**config.mk**
```make
export PLATFORM = sky130hd
export DESIGN_NAME = quaternion_yaw_unwrap_accumulator_unit_flat
export DESIGN_NICKNAME = d
export VERILOG_FILES = /design/src/rtl/core/qyu_pkg.sv /design/src/rtl/core/qyu_ifs.sv /design/src/rtl/core/qyu_ctrl.sv /design/src/rtl/core/qyu_dp.sv /design/src/rtl/core/quaternion_yaw_unwrap_accumulator_unit.sv /design/src/flat_wrapper.sv
export SDC_FILE = /design/constraint.sdc
export NUM_CORES = 2
export LEC_CHECK = 0
export BUFFER_PORTS_ARGS = -buffer_cell sky130_fd_sc_hd__buf_4
export CORE_UTILIZATION = 59
export CTS_CLUSTER_DIAMETER = 100
export DETAILED_ROUTE_END_ITERATION = 6
export PLACE_DENSITY = 0.82
export SYNTH_ARGS = -nofsm -noshare
export SYNTH_HDL_FRONTEND = slang
export SYNTH_SLANG_ARGS = --single-unit
export TNS_END_PERCENT = 100
```
**constraint.sdc**
```tcl
create_clock -name i_clk -period 8.22 [get_ports i_clk]
set_input_delay 2.466 -clock i_clk [delete_from_list [all_inputs] [get_ports i_clk]]
set_output_delay 2.466 -clock i_clk [all_outputs]
set_load 0.03 [all_outputs]
```
**src/rtl/core/qyu_pkg.sv**
```systemverilog
// Shared types, constants and functions of the quaternion yaw unwrap unit.
`timescale 1ns / 1ps
`default_nettype none
package qyu_pkg;

    localparam int CORDIC_STEPS_DEF    = 16;
    localparam int ANGLE_FRAC_BITS_DEF = 13;

    localparam int Q_W        = 16;
    localparam int PROD_W     = 32;
    localparam int ACC_W      = 33;
    localparam int VEC_W      = 34;
    localparam int CORDIC_W   = 37;
    localparam int ANG_W      = 34;
    localparam int HEAD_W     = 16;
    localparam int TOTAL_W    = 32;
    localparam int SUM_W      = 34;
    localparam int ATAN_LEN   = 24;
    localparam int ATAN_IDX_W = 5;
    localparam int MUL_LAST   = 4;

    localparam longint PI_Q30      = 64'sd3373259426;
    localparam longint HALF_PI_Q30 = 64'sd1686629713;
    localparam longint TWO_PI_Q30  = 64'sd6746518852;

    typedef struct packed {
        logic                  load;
        logic                  mul;
        logic                  pre;
        logic                  iter;
        logic                  head;
        logic                  total;
        logic [ATAN_IDX_W-1:0] step;
    } t_dp_cmd;

    typedef struct packed {
        logic out_free;
    } t_dp_status;

    function automatic longint to_angle(longint v, int frac);
        int s;
        s = 30 - frac;
        return (v + (longint'(1) <<< (s - 1))) >>> s;
    endfunction

    function automatic logic signed [ANG_W-1:0] atan_q30(logic [ATAN_IDX_W-1:0] idx);
        logic signed [ANG_W-1:0] r;
        unique case (idx)
            5'd0:    r = 34'sd843314857;
            5'd1:    r = 34'sd497837829;
            5'd2:    r = 34'sd263043837;
            5'd3:    r = 34'sd133525159;
            5'd4:    r = 34'sd67021687;
            5'd5:    r = 34'sd33543516;
            5'd6:    r = 34'sd16775851;
            5'd7:    r = 34'sd8388437;
            5'd8:    r = 34'sd4194283;
            5'd9:    r = 34'sd2097149;
            5'd10:   r = 34'sd1048576;
            5'd11:   r = 34'sd524288;
            5'd12:   r = 34'sd262144;
            5'd13:   r = 34'sd131072;
            5'd14:   r = 34'sd65536;
            5'd15:   r = 34'sd32768;
            5'd16:   r = 34'sd16384;
            5'd17:   r = 34'sd8192;
            5'd18:   r = 34'sd4096;
            5'd19:   r = 34'sd2048;
            5'd20:   r = 34'sd1024;
            5'd21:   r = 34'sd512;
            5'd22:   r = 34'sd256;
            5'd23:   r = 34'sd128;
            default: r = '0;
        endcase
        return r;
    endfunction

endpackage
`default_nettype wire

```
**src/rtl/core/qyu_ifs.sv**
```systemverilog
// Valid/ready channel interfaces for quaternion input and yaw result.
`timescale 1ns / 1ps
`default_nettype none
interface qyu_in_if;
    logic                                valid;
    logic                                ready;
    logic signed [qyu_pkg::Q_W-1:0]      q_w;
    logic signed [qyu_pkg::Q_W-1:0]      q_x;
    logic signed [qyu_pkg::Q_W-1:0]      q_y;
    logic signed [qyu_pkg::Q_W-1:0]      q_z;
    modport source (output valid, output q_w, output q_x, output q_y, output q_z,
                    input ready);
    modport sink   (input valid, input q_w, input q_x, input q_y, input q_z,
                    output ready);
endinterface

interface qyu_out_if;
    logic                                valid;
    logic                                ready;
    logic signed [qyu_pkg::HEAD_W-1:0]   heading;
    logic signed [qyu_pkg::TOTAL_W-1:0]  yaw_total;
    logic                                total_saturated;
    modport source (output valid, output heading, output yaw_total,
                    output total_saturated, input ready);
    modport sink   (input valid, input heading, input yaw_total,
                    input total_saturated, output ready);
endinterface
`default_nettype wire

```
**src/rtl/core/qyu_ctrl.sv**
```systemverilog
// Controller state machine sequencing products, CORDIC and accumulation.
`timescale 1ns / 1ps
`default_nettype none
module qyu_ctrl #(
    parameter int CORDIC_STEPS = qyu_pkg::CORDIC_STEPS_DEF
) (
    input  wire logic                i_clk,
    input  wire logic                i_rst_n,
    input  wire logic                i_in_valid,
    output logic                     o_in_ready,
    output qyu_pkg::t_dp_cmd         o_cmd,
    input  qyu_pkg::t_dp_status      i_status
);

    localparam int NUM_ITER = (CORDIC_STEPS < qyu_pkg::ATAN_LEN) ? CORDIC_STEPS
                                                                  : qyu_pkg::ATAN_LEN;
    localparam logic [qyu_pkg::ATAN_IDX_W-1:0] ITER_LAST =
        qyu_pkg::ATAN_IDX_W'(NUM_ITER - 1);
    localparam logic [qyu_pkg::ATAN_IDX_W-1:0] MUL_LAST =
        qyu_pkg::ATAN_IDX_W'(qyu_pkg::MUL_LAST);

    typedef enum logic [5:0] {
        S_IDLE  = 6'b000001,
        S_MUL   = 6'b000010,
        S_PRE   = 6'b000100,
        S_ITER  = 6'b001000,
        S_HEAD  = 6'b010000,
        S_TOTAL = 6'b100000
    } t_state;

    t_state                          r_state, n_state;
    logic [qyu_pkg::ATAN_IDX_W-1:0]  r_step, n_step;
    logic                            w_load;

    assign o_in_ready = (r_state == S_IDLE);
    assign w_load     = i_in_valid && o_in_ready;

    always_comb begin
        n_state = r_state;
        n_step  = r_step;
        unique case (r_state)
            S_IDLE: begin
                n_step = '0;
                if (w_load) begin
                    n_state = S_MUL;
                end
            end
            S_MUL: begin
                if (r_step == MUL_LAST) begin
                    n_state = S_PRE;
                    n_step  = '0;
                end else begin
                    n_step = r_step + 1'b1;
                end
            end
            S_PRE: begin
                n_state = S_ITER;
                n_step  = '0;
            end
            S_ITER: begin
                if (r_step == ITER_LAST) begin
                    n_state = S_HEAD;
                    n_step  = '0;
                end else begin
                    n_step = r_step + 1'b1;
                end
            end
            S_HEAD: begin
                n_state = S_TOTAL;
            end
            S_TOTAL: begin
                if (i_status.out_free) begin
                    n_state = S_IDLE;
                end
            end
            default: begin
                n_state = S_IDLE;
                n_step  = '0;
            end
        endcase
    end

    always_comb begin
        o_cmd       = '0;
        o_cmd.load  = w_load;
        o_cmd.mul   = (r_state == S_MUL);
        o_cmd.pre   = (r_state == S_PRE);
        o_cmd.iter  = (r_state == S_ITER);
        o_cmd.head  = (r_state == S_HEAD);
        o_cmd.total = (r_state == S_TOTAL) && i_status.out_free;
        o_cmd.step  = r_step;
    end

    always_ff @(posedge i_clk) begin
        if (!i_rst_n) begin
            r_state <= S_IDLE;
            r_step  <= '0;
        end else begin
            r_state <= n_state;
            r_step  <= n_step;
        end
    end

endmodule
`default_nettype wire

```
**src/rtl/core/qyu_dp.sv**
```systemverilog
// Datapath: shared multiplier, iterative CORDIC, heading clamp and yaw total.
`timescale 1ns / 1ps
`default_nettype none
module qyu_dp #(
    parameter int ANGLE_FRAC_BITS = qyu_pkg::ANGLE_FRAC_BITS_DEF
) (
    input  wire logic                                 i_clk,
    input  wire logic                                 i_rst_n,
    input  wire logic signed [qyu_pkg::Q_W-1:0]       i_q_w,
    input  wire logic signed [qyu_pkg::Q_W-1:0]       i_q_x,
    input  wire logic signed [qyu_pkg::Q_W-1:0]       i_q_y,
    input  wire logic signed [qyu_pkg::Q_W-1:0]       i_q_z,
    input  qyu_pkg::t_dp_cmd                          i_cmd,
    output qyu_pkg::t_dp_status                       o_status,
    output logic                                      o_out_valid,
    input  wire logic                                 i_out_ready,
    output logic signed [qyu_pkg::HEAD_W-1:0]         o_heading,
    output logic signed [qyu_pkg::TOTAL_W-1:0]        o_yaw_total,
    output logic                                      o_total_saturated
);

    localparam int     VW = qyu_pkg::VEC_W;
    localparam int     CW = qyu_pkg::CORDIC_W;
    localparam int     AW = qyu_pkg::ANG_W;
    localparam int     TW = qyu_pkg::TOTAL_W;
    localparam int     SW = qyu_pkg::SUM_W;
    localparam int     HW = qyu_pkg::HEAD_W;
    localparam int     RND_SHIFT = 30 - ANGLE_FRAC_BITS;
    localparam longint PI_Q      = qyu_pkg::to_angle(qyu_pkg::PI_Q30, ANGLE_FRAC_BITS);
    localparam longint TWO_PI_Q  = qyu_pkg::to_angle(qyu_pkg::TWO_PI_Q30, ANGLE_FRAC_BITS);
    localparam longint HEAD_MAX  = (longint'(1) <<< (HW - 1)) - 1;
    localparam longint HEAD_MIN  = -(longint'(1) <<< (HW - 1));
    localparam longint HI_LIM_L  = (PI_Q < HEAD_MAX) ? PI_Q : HEAD_MAX;
    localparam longint LO_LIM_L  = (-PI_Q > HEAD_MIN) ? -PI_Q : HEAD_MIN;

    localparam logic signed [AW-1:0] RND     = AW'(longint'(1) <<< (RND_SHIFT - 1));
    localparam logic signed [AW-1:0] HI_LIM  = AW'(HI_LIM_L);
    localparam logic signed [AW-1:0] LO_LIM  = AW'(LO_LIM_L);
    localparam logic signed [TW-1:0] PI_T    = TW'(PI_Q);
    localparam logic signed [TW-1:0] TWO_PI_T = TW'(TWO_PI_Q);
    localparam logic signed [AW-1:0] HALF_PI = AW'(qyu_pkg::HALF_PI_Q30);
    localparam logic signed [VW-1:0] ONE_Q28 = VW'(longint'(1) <<< 28);
    localparam logic signed [SW-1:0] TOT_MAX = SW'((longint'(1) <<< (TW - 1)) - 1);
    localparam logic signed [SW-1:0] TOT_MIN = SW'(-(longint'(1) <<< (TW - 1)));

    localparam logic [qyu_pkg::ATAN_IDX_W-1:0] MS_XY  = qyu_pkg::ATAN_IDX_W'(0);
    localparam logic [qyu_pkg::ATAN_IDX_W-1:0] MS_WZ  = qyu_pkg::ATAN_IDX_W'(1);
    localparam logic [qyu_pkg::ATAN_IDX_W-1:0] MS_YY  = qyu_pkg::ATAN_IDX_W'(2);
    localparam logic [qyu_pkg::ATAN_IDX_W-1:0] MS_ZZ  = qyu_pkg::ATAN_IDX_W'(3);
    localparam logic [qyu_pkg::ATAN_IDX_W-1:0] MS_END = qyu_pkg::ATAN_IDX_W'(4);

    logic signed [qyu_pkg::Q_W-1:0]    r_w, r_x, r_y, r_z;
    logic signed [qyu_pkg::Q_W-1:0]    w_ma, w_mb;
    logic signed [qyu_pkg::PROD_W-1:0] r_prod;
    logic signed [qyu_pkg::ACC_W-1:0]  r_num, r_sq;
    logic signed [VW-1:0]              w_num, w_den;
    logic signed [CW-1:0]              r_cx, r_cy, n_cx, n_cy, w_xs, w_ys;
    logic signed [AW-1:0]              r_cz, n_cz, w_rnd, w_hclamp;
    logic                              r_zero;
    logic signed [HW-1:0]              r_head, r_prev;
    logic signed [TW-1:0]              r_total, w_diff, w_wrap;
    logic signed [SW-1:0]              w_sum;
    logic signed [TW-1:0]              w_sat_sum;
    logic                              w_sat;
    logic                              r_out_valid;

    assign o_status.out_free = !r_out_valid || i_out_ready;
    assign o_out_valid       = r_out_valid;

    always_comb begin
        unique case (i_cmd.step)
            MS_XY:   begin w_ma = r_x; w_mb = r_y; end
            MS_WZ:   begin w_ma = r_w; w_mb = r_z; end
            MS_YY:   begin w_ma = r_y; w_mb = r_y; end
            MS_ZZ:   begin w_ma = r_z; w_mb = r_z; end
            default: begin w_ma = '0;  w_mb = '0;  end
        endcase
    end

    assign w_num = {r_num, 1'b0};
    assign w_den = ONE_Q28 - {r_sq, 1'b0};

    assign w_xs = r_cx >>> i_cmd.step;
    assign w_ys = r_cy >>> i_cmd.step;

    always_comb begin
        n_cx = r_cx;
        n_cy = r_cy;
        n_cz = r_cz;
        if (i_cmd.pre) begin
            if (w_den < 0) begin
                if (w_num >= 0) begin
                    n_cx = CW'(w_num);
                    n_cy = -CW'(w_den);
                    n_cz = HALF_PI;
                end else begin
                    n_cx = -CW'(w_num);
                    n_cy = CW'(w_den);
                    n_cz = -HALF_PI;
                end
            end else begin
                n_cx = CW'(w_den);
                n_cy = CW'(w_num);
                n_cz = '0;
            end
        end else if (i_cmd.iter) begin
            if (r_cy > 0) begin
                n_cx = r_cx + w_ys;
                n_cy = r_cy - w_xs;
                n_cz = r_cz + qyu_pkg::atan_q30(i_cmd.step);
            end else begin
                n_cx = r_cx - w_ys;
                n_cy = r_cy + w_xs;
                n_cz = r_cz - qyu_pkg::atan_q30(i_cmd.step);
            end
        end
    end

    always_comb begin
        w_rnd = (r_cz + RND) >>> RND_SHIFT;
        priority if (r_zero) begin
            w_hclamp = '0;
        end else if (w_rnd > HI_LIM) begin
            w_hclamp = HI_LIM;
        end else if (w_rnd < LO_LIM) begin
            w_hclamp = LO_LIM;
        end else begin
            w_hclamp = w_rnd;
        end
    end

    always_comb begin
        w_diff = TW'(r_head) - TW'(r_prev);
        priority if (w_diff > PI_T) begin
            w_wrap = w_diff - TWO_PI_T;
        end else if (w_diff < -PI_T) begin
            w_wrap = w_diff + TWO_PI_T;
        end else begin
            w_wrap = w_diff;
        end
        w_sum = SW'(r_total) + SW'(w_wrap);
        priority if (w_sum > TOT_MAX) begin
            w_sat_sum = TW'(TOT_MAX);
            w_sat     = 1'b1;
        end else if (w_sum < TOT_MIN) begin
            w_sat_sum = TW'(TOT_MIN);
            w_sat     = 1'b1;
        end else begin
            w_sat_sum = TW'(w_sum);
            w_sat     = 1'b0;
        end
    end

    always_ff @(posedge i_clk) begin
        if (i_cmd.load) begin
            r_w <= i_q_w;
            r_x <= i_q_x;
            r_y <= i_q_y;
            r_z <= i_q_z;
        end
        if (i_cmd.mul) begin
            r_prod <= w_ma * w_mb;
            unique case (i_cmd.step)
                MS_WZ:   r_num <= qyu_pkg::ACC_W'(r_prod);
                MS_YY:   r_num <= r_num + qyu_pkg::ACC_W'(r_prod);
                MS_ZZ:   r_sq  <= qyu_pkg::ACC_W'(r_prod);
                MS_END:  r_sq  <= r_sq + qyu_pkg::ACC_W'(r_prod);
                default: r_num <= r_num;
            endcase
        end
        if (i_cmd.pre) begin
            r_zero <= (w_num == 0) && (w_den == 0);
        end
        r_cx <= n_cx;
        r_cy <= n_cy;
        r_cz <= n_cz;
        if (i_cmd.head) begin
            r_head <= HW'(w_hclamp);
        end
        if (i_cmd.total) begin
            o_heading         <= r_head;
            o_yaw_total       <= w_sat_sum;
            o_total_saturated <= w_sat;
        end
    end

    always_ff @(posedge i_clk) begin
        if (!i_rst_n) begin
            r_prev      <= '0;
            r_total     <= '0;
            r_out_valid <= 1'b0;
        end else begin
            if (i_cmd.total) begin
                r_prev      <= r_head;
                r_total     <= w_sat_sum;
                r_out_valid <= 1'b1;
            end else if (i_out_ready) begin
                r_out_valid <= 1'b0;
            end
        end
    end

endmodule
`default_nettype wire

```
**src/rtl/core/quaternion_yaw_unwrap_accumulator_unit.sv**
```systemverilog
// Top level of the quaternion yaw unwrap accumulator.
`timescale 1ns / 1ps
`default_nettype none
// Takes one quaternion (w, x, y, z, signed Q1.14) per transaction and returns
// its heading atan2(2(xy+wz), 1-2(y^2+z^2)) in radians with ANGLE_FRAC_BITS
// fraction bits, plus a running unwrapped yaw total that saturates at the
// signed 32-bit limits. Each quaternion passes in order through the products
// on the single shared 16x16 multiplier, a pre-rotation step, the CORDIC
// iterations, the heading clamp and the accumulation; the accumulation waits
// while the output register still holds an untaken result. One quaternion
// is in flight at a time; the result sits in an output register, so the next
// quaternion is accepted while a result waits. Previous heading and total
// reset to zero.
module quaternion_yaw_unwrap_accumulator_unit #(
    parameter int CORDIC_STEPS    = qyu_pkg::CORDIC_STEPS_DEF,
    parameter int ANGLE_FRAC_BITS = qyu_pkg::ANGLE_FRAC_BITS_DEF
) (
    input  wire logic   i_clk,
    input  wire logic   i_rst_n,
    qyu_in_if.sink      i_in,
    qyu_out_if.source   o_out
);

    qyu_pkg::t_dp_cmd    w_cmd;
    qyu_pkg::t_dp_status w_status;
    logic                w_in_ready;
    logic                w_out_valid;

    assign i_in.ready  = w_in_ready;
    assign o_out.valid = w_out_valid;

    qyu_ctrl #(
        .CORDIC_STEPS (CORDIC_STEPS)
    ) u_ctrl (
        .i_clk      (i_clk),
        .i_rst_n    (i_rst_n),
        .i_in_valid (i_in.valid),
        .o_in_ready (w_in_ready),
        .o_cmd      (w_cmd),
        .i_status   (w_status)
    );

    qyu_dp #(
        .ANGLE_FRAC_BITS (ANGLE_FRAC_BITS)
    ) u_dp (
        .i_clk             (i_clk),
        .i_rst_n           (i_rst_n),
        .i_q_w             (i_in.q_w),
        .i_q_x             (i_in.q_x),
        .i_q_y             (i_in.q_y),
        .i_q_z             (i_in.q_z),
        .i_cmd             (w_cmd),
        .o_status          (w_status),
        .o_out_valid       (w_out_valid),
        .i_out_ready       (o_out.ready),
        .o_heading         (o_out.heading),
        .o_yaw_total       (o_out.yaw_total),
        .o_total_saturated (o_out.total_saturated)
    );

endmodule
`default_nettype wire
```
**src/flat_wrapper.sv**
```systemverilog
// flat-port wrapper written by rule: the top's interface ports become plain ports
module quaternion_yaw_unwrap_accumulator_unit_flat 
#(
    parameter int CORDIC_STEPS    = qyu_pkg::CORDIC_STEPS_DEF,
    parameter int ANGLE_FRAC_BITS = qyu_pkg::ANGLE_FRAC_BITS_DEF
)
  (i_clk, i_rst_n, i_in_valid, i_in_q_w, i_in_q_x, i_in_q_y, i_in_q_z, i_in_ready, o_out_valid, o_out_heading, o_out_yaw_total, o_out_total_saturated, o_out_ready);
  qyu_in_if i_in_i ();
  qyu_out_if o_out_i ();
  input  wire logic i_clk;
  input  wire logic i_rst_n;
  input wire logic [$bits(i_in_i.valid)-1:0] i_in_valid;
  input wire logic [$bits(i_in_i.q_w)-1:0] i_in_q_w;
  input wire logic [$bits(i_in_i.q_x)-1:0] i_in_q_x;
  input wire logic [$bits(i_in_i.q_y)-1:0] i_in_q_y;
  input wire logic [$bits(i_in_i.q_z)-1:0] i_in_q_z;
  output wire logic [$bits(i_in_i.ready)-1:0] i_in_ready;
  output wire logic [$bits(o_out_i.valid)-1:0] o_out_valid;
  output wire logic [$bits(o_out_i.heading)-1:0] o_out_heading;
  output wire logic [$bits(o_out_i.yaw_total)-1:0] o_out_yaw_total;
  output wire logic [$bits(o_out_i.total_saturated)-1:0] o_out_total_saturated;
  input wire logic [$bits(o_out_i.ready)-1:0] o_out_ready;
  assign i_in_i.valid = i_in_valid;
  assign i_in_i.q_w = i_in_q_w;
  assign i_in_i.q_x = i_in_q_x;
  assign i_in_i.q_y = i_in_q_y;
  assign i_in_i.q_z = i_in_q_z;
  assign i_in_ready = i_in_i.ready;
  assign o_out_valid = o_out_i.valid;
  assign o_out_heading = o_out_i.heading;
  assign o_out_yaw_total = o_out_i.yaw_total;
  assign o_out_total_saturated = o_out_i.total_saturated;
  assign o_out_i.ready = o_out_ready;
  quaternion_yaw_unwrap_accumulator_unit #(.CORDIC_STEPS(CORDIC_STEPS), .ANGLE_FRAC_BITS(ANGLE_FRAC_BITS)) u_core (.i_clk(i_clk), .i_rst_n(i_rst_n), .i_in(i_in_i), .o_out(o_out_i));
endmodule
```
# Yosys cells after proc, flatten, opt, wreduce, memory -nomap -nowiden

Memory sizes are Yosys's and may differ from the RTL's. A register that Yosys moved wholly into a read port is not among the register bits.
Index checks and enable logic that the tools add are counted.

Bits in read-only memories: 1920
Memories kept: 2
Input port bits: 68
Register bits after elaboration: 396
Word-level logic and storage cells: 134
Output and inout port bits: 51

Muxes and demuxes: 46
Add/sub/neg operators: 17
Reduce and logical (&&, ||, !) cells: 20
$mul: 1
Order comparisons: 9
Shift operators: 2
Equality and inequality tests: 15

Memory list:

| name             | words | width | read ports | clocked after memory_dff | write ports | line          | source |
|---|---|---|---|---|---|---|---|
| (name not given) | 32    | 30    | 1          | 1                        | 0           | qyu_pkg.sv:48 | `unique case (idx)` |
| (name not given) | 32    | 30    | 1          | 1                        | 0           | qyu_pkg.sv:48 |  |

Operators by type and width:

| cell                                                               | count |
|---|---|
| 2-to-1 mux 34 bit                                                  | 11 |
| 2-to-1 mux 37 bit                                                  | 10 |
| one-hot mux 33 bit (2 select lines)                                | 2 |
| 2-to-1 mux 32 bit                                                  | 4 |
| adder 37 bit                                                       | 2 |
| negation 34 -> 37 bit                                              | 2 |
| >>> shifter 37 x 5 -> 37 bit                                       | 2 |
| subtractor 37 bit                                                  | 2 |
| logical NOT 34 bit                                                 | 2 |
| adder 33 x 32 -> 33 bit                                            | 2 |
| one-hot mux 16 bit (4 select lines)                                | 1 |
| greater-than comparator 37 x 1 -> 1 bit, second input constant     | 1 |
| one-hot mux 6 bit (6 select lines)                                 | 1 |
| adder 34 x 18 -> 34 bit, second input constant                     | 1 |
| adder 34 bit                                                       | 1 |
| greater-or-equal comparator 34 x 1 -> 1 bit, second input constant | 1 |
| greater-than comparator 17 x 16 -> 1 bit, second input constant    | 2 |
| < comparator 17 x 16 -> 1 bit, second input constant               | 2 |
| < comparator 34 x 1 -> 1 bit, second input constant                | 1 |
| subtractor 29 x 34 -> 34 bit, first input constant                 | 1 |
| subtractor 34 bit                                                  | 1 |
| adder 32 x 32 -> 33 bit                                            | 1 |
| greater-than comparator 33 x 32 -> 1 bit, second input constant    | 1 |
| < comparator 33 x 32 -> 1 bit, second input constant               | 1 |
| other kinds (33)                                                   | 55 |

# Logic depth before layout (Yosys ltp)

Depth after elaboration: 8
Depth in mapped cells: 38
Depth with buffers taken out: 30

# Cells and area by module

From an unflattened synthesis, not the netlist that was laid out.

Cell total of the unflattened synthesis: 5205
Area total of the unflattened synthesis: 46696.0 µm²

By module, submodules not included:

| module   | cells each | instances | area an instance (µm²) |
|---|---|---|---|
| qyu_dp   | 5119       | 1         | 45942.8 |
| qyu_ctrl | 86         | 1         | 753.2 |

# Worst setup path before layout

No wires, ideal clock.

Path type: register to register
Start point: register u_core.u_ctrl.r_step[3] (netlist name)
End point: register u_core.u_dp.r_prod[30] (netlist name) (data pin)
Data arrival time: 8.448 ns
Required time: 7.961 ns
Slack: -0.487 ns
Setup time: 0.259 ns
Cell stages (with the launch flop): 36
Path buffers: 7
Cell sequence: dfxtp_1 > buf_2 > buf_2 > buf_1 > nor2_1 > clkbuf_1 > nand2_1 > nor2_1 > or2_2 > clkbuf_1 > clkbuf_1 > a22o_1 > clkbuf_1 > nand2_1 > fa_1 > inv_1 > fa_1 > inv_1 > fa_1 > inv_1 > fa_1 > inv_1 > fa_1 > inv_1 > fa_1 > ha_1 > a21o_1 > a21o_1 > a21oi_1 > o21ai_0 > a21oi_1 > o21bai_1 > o41ai_1 > o21bai_1 > a41oi_1 > xnor2_1

Longest elaborated chain between the ends: 4

Ends and longest elaborated chain:

| element                                              | line            | source |
|---|---|---|
| from (decl)                                          | qyu_ctrl.sv:32  | `logic [qyu_pkg::ATAN_IDX_W-1:0] r_step, n_step;` |
| from (signal assigned)                               | qyu_ctrl.sv:100 | `r_step <= n_step;` |
| equality test 5 x 2 -> 1 bit (tied with other cells) | qyu_dp.sv:71    | `unique case (i_cmd.step)` |
| OR reduction 2 bit (no source line)                  | -               |  |
| one-hot mux 16 bit (2 select lines)                  | qyu_dp.sv:71    |  |
| multiplier 16 x 16 -> 32 bit (*)                     | qyu_dp.sv:162   | `r_prod <= w_ma * w_mb;` |
| to (signal assigned)                                 | qyu_dp.sv:162   |  |
| to (decl)                                            | qyu_dp.sv:54    | `logic signed [qyu_pkg::PROD_W-1:0] r_prod;` |

Mark *: on every way between the ends. The rest lies on a longest branch, timed or not.
A chain may end at the register's enable or synchronous reset.

# Worst setup path after layout

Start point: register u_core.u_ctrl.r_step[0] (netlist name)
End point: register u_core.u_dp.r_prod[31] (netlist name) (data pin)

Same word-level chain as after synthesis.

==> run metrics <==
H-tree levels=2; grt ovf=0; first-pass GRT wire length=221000 µm; Std-Cell Rows=103; GRT Resource Usage Total=34.5%; die area=81000 µm²; Num CTS Buffers=49; post-layout min period=7810 ps; GPL Wtd Cong=1.02; Rel. slew slack=11.4%; Syn Nets=5922; Die Wd=285 µm; synthesized area=47100 µm²; cell repeated most along the worst path=fa_1; Die H=285 µm; Crit path required time=8580 ps; final hold viol count=0; top cells by area, synth=edfxtp_1 (21%), fa_1 (11%), ha_1 (8.6%); count of nets after finishing=5969; Initial Utilization=59.7%; Via Count=41166; Post-synth top flop=edfxtp_1; CP max stage cell=fa_1; top routing layer used=met5; met2 WL post-DR=63800 µm; crit path max fanout=17; total routed wirelength=140000 µm; Hold Path Origin=u_core.u_dp.r_prev[5]; WS Path Type=reg -> reg; CTS root buf=clkbuf_16; drt initial violations=4340; CTS tree=yes; number of synthesized flops with an enable pin=336; area of the multi-input gates=32800 µm²; Worst EP arrival=8170 ps; Area Overhead vs Synth=8.32%; Hold Crit Depth=2; crit end category=flip-flop; I/O Buffers=118; clk slew on worst S/H paths=60 ps; met1 wire length=56300 µm; core area=79000 µm²; endpoints failing setup=0; I/O pins=119; crit path launch=u_core.u_ctrl.r_step[0]; max cap viols=0; share of cells above drive strength 1=10.1%; fin crit share=95.0%; dpl hpwl=108000 µm; Detailed Routing Iterations Pass 1=6; slowest cell delay on critical path=570 ps; worst reg2reg path startpoint=u_core.u_ctrl.r_step[0]; Hold WC Path Type=reg -> reg; largest net degree at the start of global routing=111; count of cell types in the netlist=94; register area share after synthesis=25.2%; Met3 Routed Length=14600 µm; Clk Latency, worst-skew pair=640 ps; CP Launch Type=flip-flop; DRC=0; number of routed nets with antenna violations=0; Slew @ Worst Pin=1330 ps; Util after Layout=64.7%; Fmax=128 MHz; DR WL/cell=21.9 µm; mean area per synthesized cell=8.96 µm²; register bit total from synthesis=426; Final Max Slew Viols=0; share of the synthesized area in the top cell type=21.4%; cell taking the most area after synthesis=edfxtp_1; status=completed; ys async rst share=0%; Post-Syn Instances=5261; vias in the first global route=39987; Yosys warning total=0; worst r2r path cells=29; vias per inst=6.43; CTS Buffer Depth=3; FF+latch area=11900 µm²; clock skew=51.2 ps; initial antenna violation count=4; number of clock sinks=426; fillers=6486
-- placed cells by master, fill, tap and decap left out, types with 81 or more instances in the layout --
cell,Yosys,layout
buf_4,5,222
mux4_2,101,101
a21o_1,100,100
edfxtp_1,336,336
xor2_1,184,183
nor2_1,430,426
nand2_1,580,579
nor3_1,85,83
dfxtp_1,90,85
nand3_1,82,81
xnor2_1,242,242
o21ai_0,392,392
inv_1,426,423
a21oi_1,292,292
ha_1,324,324
fa_1,269,269
-- metrics by stage --
stage	setup slack, ps	hold slack [ps]	TNS [ps]	instances	area, µm²
6_report	413	464	0	6401	51100
5_1_grt	-25.1	492	-47.1	6398	51100
4_1_cts	124	466	0	6398	51000
3_5_place_dp	197	457	0	6307	49300
3_3_place_gp	381	444	0	6307	49300
2_1_floorplan	2.53	432	0	5261	47200
-- path summary, 6_finish.rpt --
kind / to / slack, ps
setup reg to reg: u_core.u_dp.r_prod[31] / 410
setup / recovery: u_core.u_dp.r_prod[31] / 410
hold reg to reg: u_core.u_dp.r_prev[5] / 460
hold / removal: u_core.u_dp.r_prev[5] / 460
-- cells in the mapped netlist, drive strengths merged (90+ instances only) --
library cell	number
ha	324
nand2	580
inv	429
xnor2	242
o21ai	397
clkbuf	172
xor2	184
fa	269
a21oi	292
dfxtp	90
mux4	101
nor2	430
edfxtp	336
a21o	100
-- sequential cells by signal (all words and copies together) (netlist names), 6 cells and up, named ones only --
signal and count:
u_core.u_dp.r_x 16, u_core.u_dp.r_w 16, u_core.u_dp.r_sq 33, u_core.u_dp.r_num 33
u_core.u_dp.r_cz 34, u_core.u_dp.r_cx 37, u_core.u_dp.r_total 32, u_core.u_dp.o_heading 16
u_core.u_dp.r_head 16, u_core.u_dp.r_cy 37, u_core.u_ctrl.r_state 6, u_core.u_dp.r_y 16
u_core.u_dp.r_z 16, u_core.u_dp.r_prod 32, u_core.u_dp.r_prev 16, u_core.u_dp.o_yaw_total 32
-- layer usage --
layer / up-vias / track usage (%)
met5: - / 0
met4: 6 / 13.2
met3: 334 / 7.88
met2: 2015 / 54.8
met1: 19937 / 45.7
li1: 18874 / -
-- what timing repair did --
| item | CTS | global route |
|---|---|---|
| setup endpoints to repair | 0 | 29 |
| hold endpoints to repair | 0 | 0 |
| gates resized for setup | 0 | 14 |
| setup buffers | 0 | 0 |
| hold buffers | 0 | 0 |
-- final cells by class --
type,instances,area share [%]
Antenna cell,3,0.0147
Clock buffer,58,2.49
Clock inverter,33,0.801
Inverter,431,3.18
Multi-Input combinational cell,4173,64.2
Sequential cell,426,23.3
Tap cell,1050,2.57
Timing Repair Buffer,227,3.44
-- worst max-delay path, delay by kind of cell, from the launching register on --
| family | cells | cell delay [ps] |
|---|---|---|
| AOI/OAI and AO/OA | 9 | 1770 |
| xor gates and xnor gates | 1 | 80 |
| adders and majority gates | 8 | 3650 |
| buffers and inverters | 5 | 560 |
| DFF | 1 | 380 |
| and+or+nand+nor | 6 | 1110 |
-- logic make-up after synthesis --
| group | share of synthesized area, % |
|---|---|
| fa+ha+maj | 20.3 |
| simple gates | 15.3 |
| compound gates | 18.5 |
| mux | 7.32 |
| buf+inv | 5.44 |
| xor+xnor | 7.91 |
| flops | 25.2 |
Power is not shown: default switching activity piles up to over one toggle a cycle in this logic, so the estimate is an artifact.
